File: config.mk
export PLATFORM = sky130hd
export DESIGN_NAME = kt2d_muldiv
export DESIGN_NICKNAME = d
export VERILOG_FILES = /design/src/design/kt2d_pkg.sv /design/src/design/kt2d_muldiv.sv
export SDC_FILE = /design/constraint.sdc
export NUM_CORES = 2
export LEC_CHECK = 0
export ABC_AREA = 1
export BUFFER_PORTS_ARGS = -buffer_cell sky130_fd_sc_hd__buf_2
export CORE_ASPECT_RATIO = 0.7
export CORE_MARGIN = 2
export CORE_UTILIZATION = 30
export DETAILED_ROUTE_END_ITERATION = 8
export SETUP_SLACK_MARGIN = 0.02
export SLEW_MARGIN = 20
export SYNTH_ARGS = -nofsm -noshare
export SYNTH_HDL_FRONTEND = slang
export SYNTH_SLANG_ARGS = --single-unit
File: constraint.sdc
create_clock -name clk -period 23.2 [get_ports clk]
set_clock_uncertainty 0.1 [all_clocks]
set_input_delay 2.32 -clock clk [delete_from_list [all_inputs] [get_ports clk]]
set_output_delay 2.32 -clock clk [all_outputs]
set_load 0.05 [all_outputs]
File: src/design/kt2d_pkg.sv
// ----------------------------------------------------------------------------
// kt2d_pkg
// Shared types, constants and saturation helpers for the 2D tracker.
// ----------------------------------------------------------------------------
package kt2d_pkg;

  // Command codes carried by the input beat.
  typedef enum logic [1:0] {
    CMD_UPDATE = 2'd0,
    CMD_FOLLOW = 2'd1,
    CMD_INIT   = 2'd2
  } cmd_t;

  // Configuration register indexes.
  localparam logic [1:0] CFG_PROC_NOISE = 2'd0;
  localparam logic [1:0] CFG_MEAS_NOISE = 2'd1;
  localparam logic [1:0] CFG_INIT_COV   = 2'd2;

  localparam logic [30:0] PROC_NOISE_RST = 31'd13107;
  localparam logic [30:0] MEAS_NOISE_RST = 31'd1310720;
  localparam logic [30:0] INIT_COV_RST   = 31'd327680;

  // Regions of the scratch memory, 16 entries each.
  localparam logic [1:0] RG_P  = 2'd0;
  localparam logic [1:0] RG_AP = 2'd1;
  localparam logic [1:0] RG_PP = 2'd2;
  localparam logic [1:0] RG_K  = 2'd3;

  // Request to the shared multiply / divide unit.
  typedef struct packed {
    logic go;
    logic is_div;
    logic neg_a;
  } md_req_t;

  function automatic logic signed [47:0] sx40(input logic signed [39:0] a);
    return {{8{a[39]}}, a};
  endfunction

  function automatic logic signed [47:0] sx32(input logic signed [31:0] a);
    return {{16{a[31]}}, a};
  endfunction

  function automatic logic signed [39:0] sat40(input logic signed [47:0] v);
    logic signed [39:0] r;
    if (v > 48'sh007F_FFFF_FFFF) begin
      r = 40'sh7F_FFFF_FFFF;
    end else if (v < 48'shFF80_0000_0000) begin
      r = 40'sh80_0000_0000;
    end else begin
      r = v[39:0];
    end
    return r;
  endfunction

  function automatic logic signed [31:0] sat32(input logic signed [47:0] v);
    logic signed [31:0] r;
    if (v > 48'sh0000_7FFF_FFFF) begin
      r = 32'sh7FFF_FFFF;
    end else if (v < 48'shFFFF_8000_0000) begin
      r = 32'sh8000_0000;
    end else begin
      r = v[31:0];
    end
    return r;
  endfunction

endpackage

File: src/design/kt2d_muldiv.sv
// ----------------------------------------------------------------------------
// kt2d_muldiv
// Shared Q16.16 multiplier (four 20x20 partial products) and bit-serial divider.
// ----------------------------------------------------------------------------
module kt2d_muldiv (
  input  logic                clk,
  input  logic                rst_n,
  input  kt2d_pkg::md_req_t   req,
  input  logic signed [39:0]  op_a,
  input  logic signed [39:0]  op_b,
  output logic                done,
  output logic signed [39:0]  res
);

  localparam int DivSteps = 56;

  logic        busy_r, done_r, div_r, neg_r;
  logic [5:0]  cnt_r;
  logic [39:0] ua_r, ub_r, prod_r, hh_r, low_r;
  logic [40:0] mid_r, rem_r;
  logic [55:0] quo_r;
  logic signed [39:0] res_r;

  logic [39:0] mag_a, mag_b, prod;
  logic [19:0] mul_x, mul_y;
  logic [40:0] low_rnd, rs, rem_n;
  logic [47:0] m;
  logic [55:0] mv;
  logic        ge;
  logic signed [39:0] res_v;

  assign mag_a = op_a[39] ? (~op_a + 40'd1) : op_a;
  assign mag_b = op_b[39] ? (~op_b + 40'd1) : op_b;

  // Partial product order: high*high, high*low, low*high, low*low.
  assign mul_x = cnt_r[1] ? ua_r[19:0] : ua_r[39:20];
  assign mul_y = cnt_r[0] ? ub_r[19:0] : ub_r[39:20];
  assign prod  = {20'd0, mul_x} * {20'd0, mul_y};

  assign rs    = {rem_r[39:0], quo_r[55]};
  assign ge    = rs >= {1'b0, ub_r};
  assign rem_n = ge ? (rs - {1'b0, ub_r}) : rs;

  always_comb begin
    low_rnd = {1'b0, low_r} + 41'd32768;
    if (hh_r >= 40'd32768) begin
      m = 48'h0100_0000_0000;
    end else begin
      m = {9'd0, hh_r[14:0], 24'd0} + {3'd0, mid_r, 4'd0} + {23'd0, low_rnd[40:16]};
    end
    mv = div_r ? quo_r : {8'd0, m};
    if (neg_r) begin
      res_v = (mv > 56'h00_0080_0000_0000) ? 40'sh80_0000_0000 : (~mv[39:0] + 40'd1);
    end else begin
      res_v = (mv > 56'h00_007F_FFFF_FFFF) ? 40'sh7F_FFFF_FFFF : mv[39:0];
    end
  end

  always_ff @(posedge clk) begin
    if (!rst_n) begin
      busy_r <= 1'b0;
      done_r <= 1'b0;
    end else begin
      done_r <= 1'b0;
      if (req.go) begin
        busy_r <= 1'b1;
      end else if (busy_r) begin
        if ((div_r && cnt_r == 6'(DivSteps)) || (!div_r && cnt_r == 6'd5)) begin
          busy_r <= 1'b0;
          done_r <= 1'b1;
        end
      end
    end
  end

  always_ff @(posedge clk) begin
    if (req.go) begin
      div_r <= req.is_div;
      neg_r <= req.is_div ? (op_a[39] ^ req.neg_a) : (op_a[39] ^ op_b[39]);
      ua_r  <= mag_a;
      ub_r  <= mag_b;
      cnt_r <= 6'd0;
      rem_r <= 41'd0;
      quo_r <= {mag_a, 16'd0};
    end else if (busy_r) begin
      cnt_r  <= cnt_r + 6'd1;
      prod_r <= prod;
      if (div_r) begin
        if (cnt_r == 6'(DivSteps)) begin
          res_r <= res_v;
        end else begin
          rem_r <= rem_n;
          quo_r <= {quo_r[54:0], ge};
        end
      end else begin
        case (cnt_r)
          6'd1:    hh_r  <= prod_r;
          6'd2:    mid_r <= {1'b0, prod_r};
          6'd3:    mid_r <= mid_r + {1'b0, prod_r};
          6'd4:    low_r <= prod_r;
          6'd5:    res_r <= res_v;
          default: ;
        endcase
      end
    end
  end

  assign done = done_r;
  assign res  = res_r;

endmodule

==> results.tsv <==
stage	metric	value	unit
status	run status	finished clean	
global_route	via count of the first global-routing pass	33200	
timing	RSZ-0062 raised after global routing	no	
global_route	initial antenna violation count	3	
layout	Fill cells	13800	
timing	Final Hold Vio Count	0	
synthesis	asr flop ratio synth	0	%
layout	area of the multi-input gates	25200	um^2
floorplanning	DIE AREA	135000	um^2
clock_network	Num CTS Buffers	38	
timing	measured slew at the worst slew-check pin	927	ps
synthesis	Area contributors post-synth	edfxtp_1, fa_1, nand2_1	
clock_network	CTS sink count	372	
critical_path	CP peak stage delay	820	ps
layout	commonest cells after routing, fill and taps aside	nand2_1, inv_1, nor2_1	
global_route	first-pass GRT wire length	198000	um
floorplanning	Die Span Y	308	um
synthesis	Syn Inst Count	5087	
layout	area grow syn2layout	10.4	%
critical_path	Buf/Inv on CP	5	
clock_network	clk root buf	clkbuf_16	
detailed_routing	M1 WL	62300	um
placed_design	I/O Buffers	125	
synthesis	area share of the largest cell type after synthesis	23.4	%
clock_network	CTS tree	done	
floorplanning	core area	131000	um^2
clock_network	post-cts resize count	0	
placed_design	DP Wirelength	106000	um
clock_network	Clock transition at path regs	70	ps
synthesis	Post-synth EDFFs	308	
detailed_routing	uppermost layer routed	met4	
synthesis	Avg Cell Area, Syn	7.79	um^2
detailed_routing	wire length on met3	12700	um
clock_network	cts hold-fix bufs	0	
layout	commonest non-fill, non-tap cell in the layout	nand2_1	
critical_path	Crit Path Max Fanout	24	
clock_network	htree depth	2	
critical_path	slowest CP cell	dfxtp_1	
clock_network	Clock Latency Late Sink	610	ps
floorplanning	FP Rows	111	
detailed_routing	Iter 0 DRT Violations	3362	
layout	Final Net Count	5908	
timing	Pins Over Slew Limit	0	
placed_design	Placer Congestion	0.959	
critical_path	CP arrival	9190	ps
worst_hold_path	worst hold-check path type	register to register	
synthesis	largest area contributor in the netlist	edfxtp_1	
global_route	global-route usage over all layers	18.9	%
detailed_routing	Vias	34600	
detailed_routing	routed wl met2	52400	um
layout	share of cells above drive strength 1	8.16	%
synthesis	Post-Syn Nets	5803	
synthesis	Ys Warns	0	
critical_path	Setup crit end kind	register	
critical_path	Worst setup SP type	register	
detailed_routing	DR pass1 iterations	6	
detailed_routing	DR WL/cell	18.5	um
run	max_cap viols	0	
floorplanning	Die Width	438	um
synthesis	area of the mapped netlist	39600	um^2
detailed_routing	post-route DRC violation count	0	
floorplanning	io pins	126	
synthesis	Synth Register Bits	372	
timing	Tcrit/Tclk final	38.5	%
timing	endpoints failing setup	0	
critical_path	delay-heaviest family, CP	adder cells	
detailed_routing	antenna-violating nets left	0	
critical_path	crit-path most repeated cell	fa_1	
timing	relative slew slack	37.5	%
layout	antenna cells	0	
floorplanning	initial core utilization	30.2	%
timing	Fmax	0.112	GHz
global_route	largest net degree at the start of global routing	62	
timing	Final Critical Period	8940	ps
clock_network	Post-CTS Setup Bufs	0	
synthesis	Synth cell types	60	
layout	Sequential cell area	10500	um^2
detailed_routing	vias per cell	4.96	
critical_path	WP data required	23450	ps
global_route	GRT overflow	0	
clock_network	clock buffer depth	3	
synthesis	part of the Yosys area used for sequential elements	26.6	%
detailed_routing	Final Routed Wirelength	129000	um
critical_path	CP Class	register to register	
timing	post-route setup TNS	0	ps
synthesis	Primary FF master, synth	edfxtp_1	
==> synth_stat cells, types with 8 or more instances <==
cell and instances:
o21bai_1 15, nand2_1 1162, inv_2 9, o21ai_0 243, xor2_1 111, dfxtp_1 64, inv_1 895, nand4_1 50
nor2_1 555, a21oi_1 237, o21ai_1 25, nor2_2 36, nand3_2 30, nor4_1 24, o21a_1 18, edfxtp_1 308
nand3_1 172, a22o_1 30, o31ai_1 8, nor3_1 54, or2_2 43, xnor2_1 78, ha_1 307, o22ai_1 18
a31oi_1 18, a21boi_0 9, clkinv_1 16, nand3b_1 17, fa_1 324, clkbuf_1 92, nand2_2 33, o211ai_1 16
nor2_4 8
==> cells by family after synthesis <==
group	after synthesis	synth area share, %
adder cells (fa/ha/maj)	631	26.1
flip-flops	372	26.6
XOR/XNOR	189	4.18
buffers and inverters	1032	9.95
AND/OR/NAND/NOR	2200	23.8
AO/OA/AOI/OAI	663	9.45
==> worst reg2reg max path: stages, from the launching register on <==
cell and delay (ps):
dfxtp_1 820, inv_1 490, or2_2 410, o21ai_1 440, inv_1 550, nand2_1 230
fa_1 460, fa_1 480, fa_1 520, inv_1 50, fa_1 460, fa_1 520
fa_1 550, inv_1 60, fa_1 530, inv_1 40, ha_1 350, a21oi_1 210
o21ai_0 140, a21oi_1 200, o211ai_1 180, nand2_1 140, nand2_1 90, a21oi_1 220
o21ai_0 160, a21oi_1 200, xnor2_1 80
==> final timing paths <==
path                            slack [ps]                    end                   from  cells after the start
worst max register to register       14260   prod_r[37]$_DFFE_PP_  cnt_r[1]$_SDFFE_PP0P_                     26
worst min register to register         380  quo_r[2]$_SDFFE_PP0P_  quo_r[1]$_SDFFE_PP0P_                      2
worst max-delay path                 14260   prod_r[37]$_DFFE_PP_  cnt_r[1]$_SDFFE_PP0P_                     26
worst min-delay path                   380  quo_r[2]$_SDFFE_PP0P_  quo_r[1]$_SDFFE_PP0P_                      2
==> cell type report <==
cell class	instances	area share (%)
inverter	920	7.90
clock buffer	41	2.25
sequential	372	24.1
timing repair buffer	177	2.37
tap	1751	5.01
clock inverter	26	0.790
multi-input combinational	3683	57.6
==> state kept, by name (all words and copies together), names as in the netlist, 40 cells and up <==
name	count
quo_r	56
mid_r	41
rem_r	40
ua_r	40
hh_r	40
prod_r	40
ub_r	40
res	40
==> routing by layer <==
layer,up-vias,global-route usage [%]
li1,16400,-
met4,0,2.53
met3,111,4.14
met2,1399,27.2
met5,-,0
met1,16600,29.2
==> stage by stage <==
step	hold WS [ps]	worst slack, ps	instance area, um^2	util (%)	instances
2_1_floorplan	345	15760	39600	-	5087
3_3_place_gp	361	14550	42400	32.4	6902
3_5_place_dp	368	14400	42400	32.4	6902
4_1_cts	369	14370	43700	33.4	6969
5_1_grt	400	13700	43700	33.4	6970
6_report	376	14260	43700	33.4	6970
Power is not shown: default switching activity piles up to over one toggle a cycle in this logic, so the estimate is an artifact.
